$ cat src/rtl/core/pdh_pkg.sv
package pdh_pkg;

  // Fixed field and register widths
  localparam int COORD_BITS = 24;
  localparam int NUM_BINS   = 64;
  localparam int BIN_W      = 6;
  localparam int CNT_W      = 32;
  localparam int REG_W      = 23;
  localparam int ACT_W      = 7;
  localparam int CFG_IDX_W  = 3;

  // Datapath widths: fold word, magnitude, sum of squares, root
  localparam int FW     = ((COORD_BITS > REG_W) ? COORD_BITS : REG_W) + 3;
  localparam int MAG_W  = FW - 1;
  localparam int SUM_W  = 2 * MAG_W + 2;
  localparam int RT_W   = SUM_W / 2;
  localparam int STEP_W = $clog2(RT_W + 1);
  localparam int FAR_BIT = 30;

  localparam logic [CNT_W-1:0] CNT_MAX = '1;

  // Configuration register indexes
  localparam logic [CFG_IDX_W-1:0] CFG_BOX_X       = 3'd0;
  localparam logic [CFG_IDX_W-1:0] CFG_BOX_Y       = 3'd1;
  localparam logic [CFG_IDX_W-1:0] CFG_BOX_Z       = 3'd2;
  localparam logic [CFG_IDX_W-1:0] CFG_BIN_WIDTH   = 3'd3;
  localparam logic [CFG_IDX_W-1:0] CFG_ACTIVE_BINS = 3'd4;

  localparam logic [REG_W-1:0] BOX_RESET   = 23'd40960;
  localparam logic [REG_W-1:0] WIDTH_RESET = 23'd410;
  localparam logic [ACT_W-1:0] ACT_RESET   = 7'd64;

  localparam logic REQ_ADD  = 1'b0;
  localparam logic REQ_DUMP = 1'b1;

  typedef struct packed {
    logic                         req_type;
    logic signed [COORD_BITS-1:0] first_x;
    logic signed [COORD_BITS-1:0] first_y;
    logic signed [COORD_BITS-1:0] first_z;
    logic signed [COORD_BITS-1:0] second_x;
    logic signed [COORD_BITS-1:0] second_y;
    logic signed [COORD_BITS-1:0] second_z;
  } in_req_t;

  typedef struct packed {
    logic [BIN_W-1:0] bin_index;
    logic [CNT_W-1:0] bin_count;
    logic             last;
  } out_res_t;

  typedef struct packed {
    logic             upd;
    logic             dump;
    logic [BIN_W-1:0] bin;
  } hist_cmd_t;

  typedef enum logic [1:0] {T_IDLE, T_DIST, T_HIST} top_state_t;

  typedef enum logic [2:0] {
    D_IDLE, D_DIFF, D_FOLD, D_MUL, D_SQRT, D_DIV, D_DONE
  } dist_state_t;

  typedef enum logic [2:0] {
    H_IDLE, H_UPD_RD, H_UPD_WR, H_DMP_RD, H_DMP_OUT, H_DONE
  } hist_state_t;

endpackage

$ cat src/rtl/core/pair_distance_histogram_unit.sv
// Pair distance histogram. Each add request carries two particle positions
// in signed Q12.12; each axis difference is folded once into the periodic
// box, the squared distance is formed, its integer square root is divided
// by bin_width and, when the bin index is below active_bins (capped at
// NUM_BINS), that bin gains 2 (saturating at 2^32-1). An add request produces
// no result: it works one multiplier bit per cycle for each axis square,
// then one root digit and one quotient bit per cycle, then, unless the pair
// is dropped, a read-modify-write of the bin memory.
// A dump request returns every active bin in index order, last set on the
// final one; each bin is read from the memory and then held on the output
// until it is taken. Input is stalled while a request is in progress. The
// histogram is zero after reset.
module pair_distance_histogram_unit import pdh_pkg::*; (
  input  logic                 clk,
  input  logic                 rst_n,
  input  logic                 in_valid,
  output logic                 in_stall,
  input  in_req_t              in_data,
  output logic                 out_valid,
  input  logic                 out_stall,
  output out_res_t             out_data,
  input  logic                 cfg_we,
  input  logic [CFG_IDX_W-1:0] cfg_idx,
  input  logic [REG_W-1:0]     cfg_wdata
);

  top_state_t state_r, state_nxt;
  logic [REG_W-1:0] box_x_r, box_y_r, box_z_r, bin_width_r;
  logic [ACT_W-1:0] active_bins_r, n_eff;
  logic       accept, dist_start, dist_done, dist_keep, hist_done, in_range;
  logic [RT_W-1:0] quot;
  hist_cmd_t  cmd;

  // Configuration registers
  always_ff @(posedge clk) begin
    if (!rst_n) begin
      box_x_r       <= BOX_RESET;
      box_y_r       <= BOX_RESET;
      box_z_r       <= BOX_RESET;
      bin_width_r   <= WIDTH_RESET;
      active_bins_r <= ACT_RESET;
    end else if (cfg_we) begin
      unique case (cfg_idx)
        CFG_BOX_X:       box_x_r       <= cfg_wdata;
        CFG_BOX_Y:       box_y_r       <= cfg_wdata;
        CFG_BOX_Z:       box_z_r       <= cfg_wdata;
        CFG_BIN_WIDTH:   bin_width_r   <= cfg_wdata;
        CFG_ACTIVE_BINS: active_bins_r <= cfg_wdata[ACT_W-1:0];
        default: begin
        end
      endcase
    end
  end

  assign n_eff = (active_bins_r > ACT_W'(NUM_BINS)) ? ACT_W'(NUM_BINS) : active_bins_r;

  assign in_stall = (state_r != T_IDLE);
  assign accept   = in_valid && !in_stall;
  assign in_range = ((quot >> ACT_W) == '0) && (quot[ACT_W-1:0] < n_eff);

  // Sequence one request at a time
  always_comb begin
    state_nxt  = state_r;
    dist_start = 1'b0;
    cmd.upd    = 1'b0;
    cmd.dump   = 1'b0;
    cmd.bin    = quot[BIN_W-1:0];
    unique case (state_r)
      T_IDLE: begin
        if (accept) begin
          if (in_data.req_type == REQ_DUMP) begin
            cmd.dump  = 1'b1;
            state_nxt = T_HIST;
          end else begin
            dist_start = 1'b1;
            state_nxt  = T_DIST;
          end
        end
      end
      T_DIST: begin
        if (dist_done) begin
          if (dist_keep && in_range) begin
            cmd.upd   = 1'b1;
            state_nxt = T_HIST;
          end else begin
            state_nxt = T_IDLE;
          end
        end
      end
      T_HIST:  if (hist_done) state_nxt = T_IDLE;
      default: state_nxt = T_IDLE;
    endcase
  end

  always_ff @(posedge clk) begin
    if (!rst_n) begin
      state_r <= T_IDLE;
    end else begin
      state_r <= state_nxt;
    end
  end

  pdh_dist u_dist (
    .clk       (clk),
    .rst_n     (rst_n),
    .start     (dist_start),
    .req       (in_data),
    .box_x     (box_x_r),
    .box_y     (box_y_r),
    .box_z     (box_z_r),
    .bin_width (bin_width_r),
    .done      (dist_done),
    .keep      (dist_keep),
    .quot      (quot)
  );

  pdh_hist u_hist (
    .clk       (clk),
    .rst_n     (rst_n),
    .cmd       (cmd),
    .n_eff     (n_eff),
    .done      (hist_done),
    .out_valid (out_valid),
    .out_stall (out_stall),
    .out_data  (out_data)
  );

endmodule

$ cat src/rtl/core/pdh_dist.sv
module pdh_dist import pdh_pkg::*; (
  input  logic              clk,
  input  logic              rst_n,
  input  logic              start,
  input  in_req_t           req,
  input  logic [REG_W-1:0]  box_x,
  input  logic [REG_W-1:0]  box_y,
  input  logic [REG_W-1:0]  box_z,
  input  logic [REG_W-1:0]  bin_width,
  output logic              done,
  output logic              keep,
  output logic [RT_W-1:0]   quot
);

  dist_state_t state_r, state_nxt;
  in_req_t     req_r;
  logic [1:0]  axis_r;
  logic [STEP_W-1:0] step_r;
  logic signed [FW-1:0] diff_r;
  logic [MAG_W-1:0] mplier_r;
  logic [SUM_W-1:0] mcand_r, sum_r, val_r;
  logic [RT_W+1:0]  rem_r;
  logic [RT_W-1:0]  root_r;
  logic [REG_W-1:0] drem_r;
  logic             far_r;

  logic signed [COORD_BITS-1:0] a_sel, b_sel;
  logic [REG_W-1:0]     box_sel;
  logic signed [FW-1:0] b_s, d2_s, fold_s, abs_s;
  logic [MAG_W-1:0]     mag;
  logic [RT_W+1:0]      rem_sh, trial;
  logic [REG_W:0]       dt;
  logic [REG_W-1:0]     w;

  // Pick the axis under work
  always_comb begin
    case (axis_r)
      2'd0: begin
        a_sel = req_r.first_x; b_sel = req_r.second_x; box_sel = box_x;
      end
      2'd1: begin
        a_sel = req_r.first_y; b_sel = req_r.second_y; box_sel = box_y;
      end
      default: begin
        a_sel = req_r.first_z; b_sel = req_r.second_z; box_sel = box_z;
      end
    endcase
  end

  // Fold the difference once into the box and take its magnitude
  always_comb begin
    b_s  = $signed({{(FW-REG_W){1'b0}}, box_sel});
    d2_s = diff_r <<< 1;
    if (d2_s > b_s) begin
      fold_s = b_s - diff_r;
    end else if (d2_s < -b_s) begin
      fold_s = b_s + diff_r;
    end else begin
      fold_s = diff_r;
    end
    abs_s = (fold_s < 0) ? -fold_s : fold_s;
    mag   = abs_s[MAG_W-1:0];
  end

  // One root digit and one quotient bit per step
  assign rem_sh = {rem_r[RT_W-1:0], val_r[SUM_W-1 -: 2]};
  assign trial  = {root_r, 2'b01};
  assign w      = (bin_width == '0) ? REG_W'(1) : bin_width;
  assign dt     = {drem_r, root_r[RT_W-1]};

  always_comb begin
    state_nxt = state_r;
    unique case (state_r)
      D_IDLE:  if (start) state_nxt = D_DIFF;
      D_DIFF:  state_nxt = D_FOLD;
      D_FOLD:  state_nxt = D_MUL;
      D_MUL: begin
        if (step_r == STEP_W'(MAG_W - 1)) begin
          state_nxt = (axis_r == 2'd2) ? D_SQRT : D_DIFF;
        end
      end
      D_SQRT:  if (step_r == STEP_W'(RT_W - 1)) state_nxt = D_DIV;
      D_DIV:   if (step_r == STEP_W'(RT_W - 1)) state_nxt = D_DONE;
      D_DONE:  state_nxt = D_IDLE;
      default: state_nxt = D_IDLE;
    endcase
  end

  always_ff @(posedge clk) begin
    if (!rst_n) begin
      state_r <= D_IDLE;
    end else begin
      state_r <= state_nxt;
    end
  end

  // Datapath: serial multiply, restoring root, restoring divide
  always_ff @(posedge clk) begin
    unique case (state_r)
      D_IDLE: begin
        if (start) begin
          req_r  <= req;
          axis_r <= 2'd0;
          sum_r  <= '0;
          far_r  <= 1'b0;
        end
      end
      D_DIFF: begin
        diff_r <= FW'(a_sel) - FW'(b_sel);
      end
      D_FOLD: begin
        mplier_r <= mag;
        mcand_r  <= SUM_W'(mag);
        step_r   <= '0;
        if ((mag >> FAR_BIT) != '0) far_r <= 1'b1;
      end
      D_MUL: begin
        if (mplier_r[0]) sum_r <= sum_r + mcand_r;
        mplier_r <= mplier_r >> 1;
        mcand_r  <= mcand_r << 1;
        if (step_r == STEP_W'(MAG_W - 1)) begin
          axis_r <= axis_r + 2'd1;
          step_r <= '0;
          val_r  <= (mplier_r[0]) ? sum_r + mcand_r : sum_r;
          rem_r  <= '0;
          root_r <= '0;
        end else begin
          step_r <= step_r + STEP_W'(1);
        end
      end
      D_SQRT: begin
        val_r  <= val_r << 2;
        if (rem_sh >= trial) begin
          rem_r  <= rem_sh - trial;
          root_r <= {root_r[RT_W-2:0], 1'b1};
        end else begin
          rem_r  <= rem_sh;
          root_r <= {root_r[RT_W-2:0], 1'b0};
        end
        if (step_r == STEP_W'(RT_W - 1)) begin
          step_r <= '0;
          drem_r <= '0;
        end else begin
          step_r <= step_r + STEP_W'(1);
        end
      end
      D_DIV: begin
        step_r <= step_r + STEP_W'(1);
        if (dt >= {1'b0, w}) begin
          drem_r <= REG_W'(dt - {1'b0, w});
          root_r <= {root_r[RT_W-2:0], 1'b1};
        end else begin
          drem_r <= dt[REG_W-1:0];
          root_r <= {root_r[RT_W-2:0], 1'b0};
        end
      end
      default: begin
      end
    endcase
  end

  assign done = (state_r == D_DONE);
  assign keep = !far_r;
  assign quot = root_r;

endmodule

$ cat src/rtl/core/pdh_hist.sv
module pdh_hist import pdh_pkg::*; (
  input  logic             clk,
  input  logic             rst_n,
  input  hist_cmd_t        cmd,
  input  logic [ACT_W-1:0] n_eff,
  output logic             done,
  output logic             out_valid,
  input  logic             out_stall,
  output out_res_t         out_data
);

  hist_state_t state_r, state_nxt;
  logic [BIN_W-1:0] addr_r, addr_nxt;
  logic [CNT_W-1:0] mem [NUM_BINS];
  logic [NUM_BINS-1:0] vld_r;
  logic [CNT_W-1:0] rd_data_r, cur, upd_val;
  logic             rd_vld_r, last, wr_en;

  // Registered read port; an entry never written reads as zero
  always_ff @(posedge clk) begin
    rd_data_r <= mem[addr_r];
    rd_vld_r  <= vld_r[addr_r];
  end

  assign cur     = rd_vld_r ? rd_data_r : '0;
  assign upd_val = (cur >= CNT_MAX - CNT_W'(1)) ? CNT_MAX : cur + CNT_W'(2);
  assign wr_en   = (state_r == H_UPD_WR);
  assign last    = ({1'b0, addr_r} == n_eff - ACT_W'(1));

  always_ff @(posedge clk) begin
    if (wr_en) mem[addr_r] <= upd_val;
  end

  always_ff @(posedge clk) begin
    if (!rst_n) begin
      vld_r <= '0;
    end else if (wr_en) begin
      vld_r[addr_r] <= 1'b1;
    end
  end

  always_comb begin
    state_nxt = state_r;
    addr_nxt  = addr_r;
    unique case (state_r)
      H_IDLE: begin
        if (cmd.upd) begin
          addr_nxt  = cmd.bin;
          state_nxt = H_UPD_RD;
        end else if (cmd.dump) begin
          addr_nxt  = '0;
          state_nxt = (n_eff == '0) ? H_DONE : H_DMP_RD;
        end
      end
      H_UPD_RD:  state_nxt = H_UPD_WR;
      H_UPD_WR:  state_nxt = H_DONE;
      H_DMP_RD:  state_nxt = H_DMP_OUT;
      H_DMP_OUT: begin
        if (!out_stall) begin
          if (last) begin
            state_nxt = H_DONE;
          end else begin
            addr_nxt  = addr_r + BIN_W'(1);
            state_nxt = H_DMP_RD;
          end
        end
      end
      H_DONE:  state_nxt = H_IDLE;
      default: state_nxt = H_IDLE;
    endcase
  end

  always_ff @(posedge clk) begin
    if (!rst_n) begin
      state_r <= H_IDLE;
      addr_r  <= '0;
    end else begin
      state_r <= state_nxt;
      addr_r  <= addr_nxt;
    end
  end

  // Hold the bin on the output until it is taken
  assign out_valid          = (state_r == H_DMP_OUT);
  assign out_data.bin_index = addr_r;
  assign out_data.bin_count = cur;
  assign out_data.last      = last;
  assign done               = (state_r == H_DONE);

`ifndef SYNTHESIS
  a_cmd_excl: assert property (@(posedge clk) disable iff (!rst_n)
    !(cmd.upd && cmd.dump)) else $error("update and dump requested together");
  a_cmd_idle: assert property (@(posedge clk) disable iff (!rst_n)
    (cmd.upd || cmd.dump) |-> (state_r == H_IDLE)) else $error("request while busy");
  a_bin_range: assert property (@(posedge clk) disable iff (!rst_n)
    out_valid |-> ({1'b0, out_data.bin_index} < n_eff)) else $error("bin beyond active");
  a_last_end: assert property (@(posedge clk) disable iff (!rst_n)
    (out_valid && !out_stall && out_data.last) |=> (state_r == H_DONE))
    else $error("dump did not end after last bin");
`endif

endmodule
$ cat config.mk
export PLATFORM = sky130hd
export DESIGN_NAME = pair_distance_histogram_unit
export DESIGN_NICKNAME = d
export VERILOG_FILES = /design/src/rtl/core/pdh_pkg.sv /design/src/rtl/core/pair_distance_histogram_unit.sv /design/src/rtl/core/pdh_dist.sv /design/src/rtl/core/pdh_hist.sv
export SDC_FILE = /design/constraint.sdc
export NUM_CORES = 2
export LEC_CHECK = 0
export BUFFER_PORTS_ARGS = -buffer_cell sky130_fd_sc_hd__buf_2
export CAP_MARGIN = 20
export CORE_UTILIZATION = 45
export DETAILED_ROUTE_END_ITERATION = 16
export PLACE_DENSITY = 0.61
export SYNTH_ARGS = -nofsm -noshare
export SYNTH_HDL_FRONTEND = slang
export SYNTH_HIERARCHICAL = 1
export SYNTH_SLANG_ARGS = --single-unit
$ cat constraint.sdc
create_clock -name clk -period 12.73 [get_ports clk]
set_input_delay 2.546 -clock clk [delete_from_list [all_inputs] [get_ports clk]]
set_output_delay 2.546 -clock clk [all_outputs]
set_load 0.02 [all_outputs]
==> flow_metrics.py <==
metrics = {
    "run_status": {
        "status": "finished, final reports clean",
    },
    "hold_path": {
        "whs_path_depth": 2,
        "holdPathEnd": "box_x_r[21]",
        "min_path_type": "flip-flop to flip-flop",
        "holdCritStartpoint": "box_x_r[21]",
    },
    "clock_tree": {
        "ctsResizeCount": 0,
        "cts.clk_slew.worst_paths_ps": 60,
        "clockBufferDepth": 4,
        "clkSinkCount": 2699,
        "htreeDepth": 5,
        "cts_tree": "done",
        "clk_latency_ps": 910,
        "postCtsSetupRepairBufs": 0,
        "cts-root-buf": "clkbuf_16",
        "holdBufCountCts": 0,
        "cts_buffers": 294,
    },
    "setup_path": {
        "crit_path_frequent_cell": "nand2_1",
        "crit_required_ps": 13300,
        "cp_data_arrival_time_ps": 9050,
        "cp-start-kind": "flip-flop",
        "crit-reg2reg-capture": "u_dist/mplier_r[22]",
        "crit_type": "flip-flop to flip-flop",
        "reg2reg_depth": 33,
        "crit_fanout": 73,
        "cp_top_family": "simple AND/OR/NAND/NOR gates",
        "rrSetupSlack_ps": 4260,
        "slowest_stage": "buf_4",
        "timing.rr.start": "u_dist/axis_r[0]",
        "cpPeakStageDelay_ps": 640,
        "crit_path_end_kind": "flip-flop",
        "worst-path-buf-inv": 5,
    },
    "power": {
        "p_per_area_nw_per_um2": 168,
        "switching_share_pct": 26.6,
        "leakage_uw": 0.0447,
        "clkPwrFrac_pct": 38.1,
        "combinationalPowerShare_pct": 14.0,
        "p_switching_uw": 5870,
        "vdd_drop_max_v": 0.000124,
        "seqPwrFrac_pct": 47.9,
        "p_int_uw": 16200,
    },
    "detailed_routing": {
        "drtIter0Drc": 9592,
        "wl_per_cell_um": 30.7,
        "drt-vias-per-instance": 6.32,
        "num_vias": 75100,
        "drc": 0,
        "drt_wl_total_um": 364000,
        "first_pass_iters": 6,
        "postRouteAntennaNets": 0,
    },
    "floorplanning": {
        "die_area_um2": 261000,
        "die_w_um": 511,
        "die_h_um": 511,
        "start_util_pct": 45.3,
        "io_pins": 217,
        "fp-row-count": 186,
        "core_um2": 257000,
    },
    "timing": {
        "hold_violations": 0,
        "slew-limit-headroom_pct": 16.5,
        "tns_ps": 0,
        "fin_skew_ps": 105,
        "fmax_mhz": 118,
        "worst_slack_ps": 4260,
        "maxSlewViolCount": 0,
        "hold_slack_ps": 455,
        "tightest_slew_ps": 1250,
        "setup_viol": 0,
        "min_period_ps": 8470,
        "period_share_pct": 66.6,
        "rsz0062_at_grt": "false",
    },
    "yosys": {
        "yosysTopAreaCellShare_pct": 64.1,
        "yosys-top-cells-area": "edfxtp_1, dfxtp_1, mux4_2",
        "yosysMostFrequentCell": "edfxtp_1",
        "synth_top_flop_cell": "edfxtp_1",
        "yosysSeqAreaShare_pct": 67.7,
        "syn_avg_cell_area_um2": 14.6,
        "synth-seq-cells": 2699,
        "yosysTopAreaCell": "edfxtp_1",
        "synth_fp_nets": 8430,
        "synth_edf_count": 2489,
        "syn_area_um2": 117000,
        "synthCells": 8008,
        "ys_warn_count": 6,
        "ys_async_sr_fraction_pct": 0,
        "synth_cell_types": 120,
        "synth_common_cells": "edfxtp_1, nand2_1, nor2_1",
    },
    "placement": {
        "placed_area_um2": 122000,
        "port_buffers": 216,
        "dp_hpwl_um": 217000,
        "pre_cts_slack_ps": 4160,
        "place_inst": 11300,
        "place_congestion": 0.886,
    },
    "grt": {
        "grt_pass1_vias": 72900,
        "grt_overflow": 0,
        "grt_max_degree": 118,
        "antenna_found_initial": 31,
        "grt_first_pass_wirelength_um": 519000,
        "grt_use_total_pct": 27.3,
    },
    "layout": {
        "final_nets": 8688,
        "drive_gt1_share_pct": 16.2,
        "design_area_um2": 132000,
        "layoutNonFillerInstCount": 11900,
        "areaGrowthSynthToFinish_pct": 12.8,
    },
    "job": {
        "maxCapViolCount": 0,
    },
}
==> sequential cells by signal (all words and copies together) (netlist names), 7 cells and up <==
register,cells
active_bins_r,7
bin_width_r,23
u_dist/req_r,144
u_dist/mplier_r,26
u_dist/mcand_r,54
u_dist/quot,27
u_dist/drem_r,23
box_y_r,23
u_hist/rd_data_r,32
u_dist/rem_r,27
u_hist/vld_r,64
box_x_r,23
u_hist/mem,2048
u_dist/val_r,54
u_dist/sum_r,54
u_dist/diff_r,25
box_z_r,23
==> cell families after synthesis <==
| kind of cell | Yosys count | synth area share (%) |
|---|---|---|
| DFF | 2699 | 67.7 |
| AOI/OAI and AO/OA | 1868 | 11.4 |
| and+or+nand+nor | 1731 | 6.83 |
| buffers and inverters | 675 | 2.83 |
| muxes | 604 | 7.25 |
| adders and majority gates | 246 | 2.67 |
| xor gates and xnor gates | 184 | 1.39 |
| other | 1 | 0.00321 |
==> worst register-to-register path: cells and delay by family (launching register included) <==
kind                       cells  cell delay (ps)
DFF                            1              410
muxes                          1              410
AOI/OAI and AO/OA              7             1470
xor gates and xnor gates       2              400
and+or+nand+nor               15             3320
buffers and inverters          5             1570
adders and majority gates      3              660
==> layout make-up <==
type	instances	area (µm²)
tap	3384	4230
sequential	2699	79000
clock buffer	383	7930
timing repair buffer	438	2950
fill	21300	126000
inverter	199	763
antenna	13	32.5
clock inverter	140	1450
multi-input combinational	4634	35200
==> placed cells by master (no fill, tap or decap), types with 207 or more instances in the layout <==
cell,n
a21oi_1,362
buf_2,215
buf_4,207
clkbuf_16,298
dfxtp_1,207
edfxtp_1,2489
ha_1,239
mux2i_1,271
nand2_1,592
nor2_1,456
o21ai_0,228
==> power by group through the flow <==
stage / Combinational, µW / Sequential, µW / Clock [µW]
3_3_place_gp: 2930 / 10700 / 0
2_1_floorplan: 1770 / 10700 / 0
5_1_grt: 3240 / 10600 / 8820
6_report: 3080 / 10600 / 8400
4_1_cts: 3000 / 10600 / 8490
3_5_place_dp: 2990 / 10700 / 0
==> through the flow <==
step	total power (µW)	utilization (%)
2_1_floorplan	12500	-
3_3_place_gp	13700	47.4
3_5_place_dp	13700	47.4
4_1_cts	22100	51.0
5_1_grt	22600	51.1
6_report	22000	51.1
==> worst max-delay path by stage <==
stage | end | cells past startpoint | start
after floorplan | u_dist/mplier_r[16] | 36 | u_dist/axis_r[0]
after global placement | u_dist/mcand_r[16] | 33 | u_dist/axis_r[1]
after detailed placement | u_dist/mplier_r[16] | 33 | u_dist/axis_r[0]
after CTS | u_dist/mplier_r[22] | 33 | u_dist/axis_r[0]
after global routing | u_dist/mplier_r[22] | 33 | u_dist/axis_r[0]
final | u_dist/mplier_r[22] | 33 | u_dist/axis_r[0]
==> routing by layer <==
layer | track usage (%) | share of wire [%] | up-vias
met2 | 44.1 | 47 | 4154
met4 | 10.7 | 4.2 | 28
met5 | 0 | 0.052 | -
met1 | 36.0 | 39 | 38300
li1 | - | - | 31800
met3 | 5.62 | 10 | 856
Note: power is estimated with default switching activity, not from simulation.
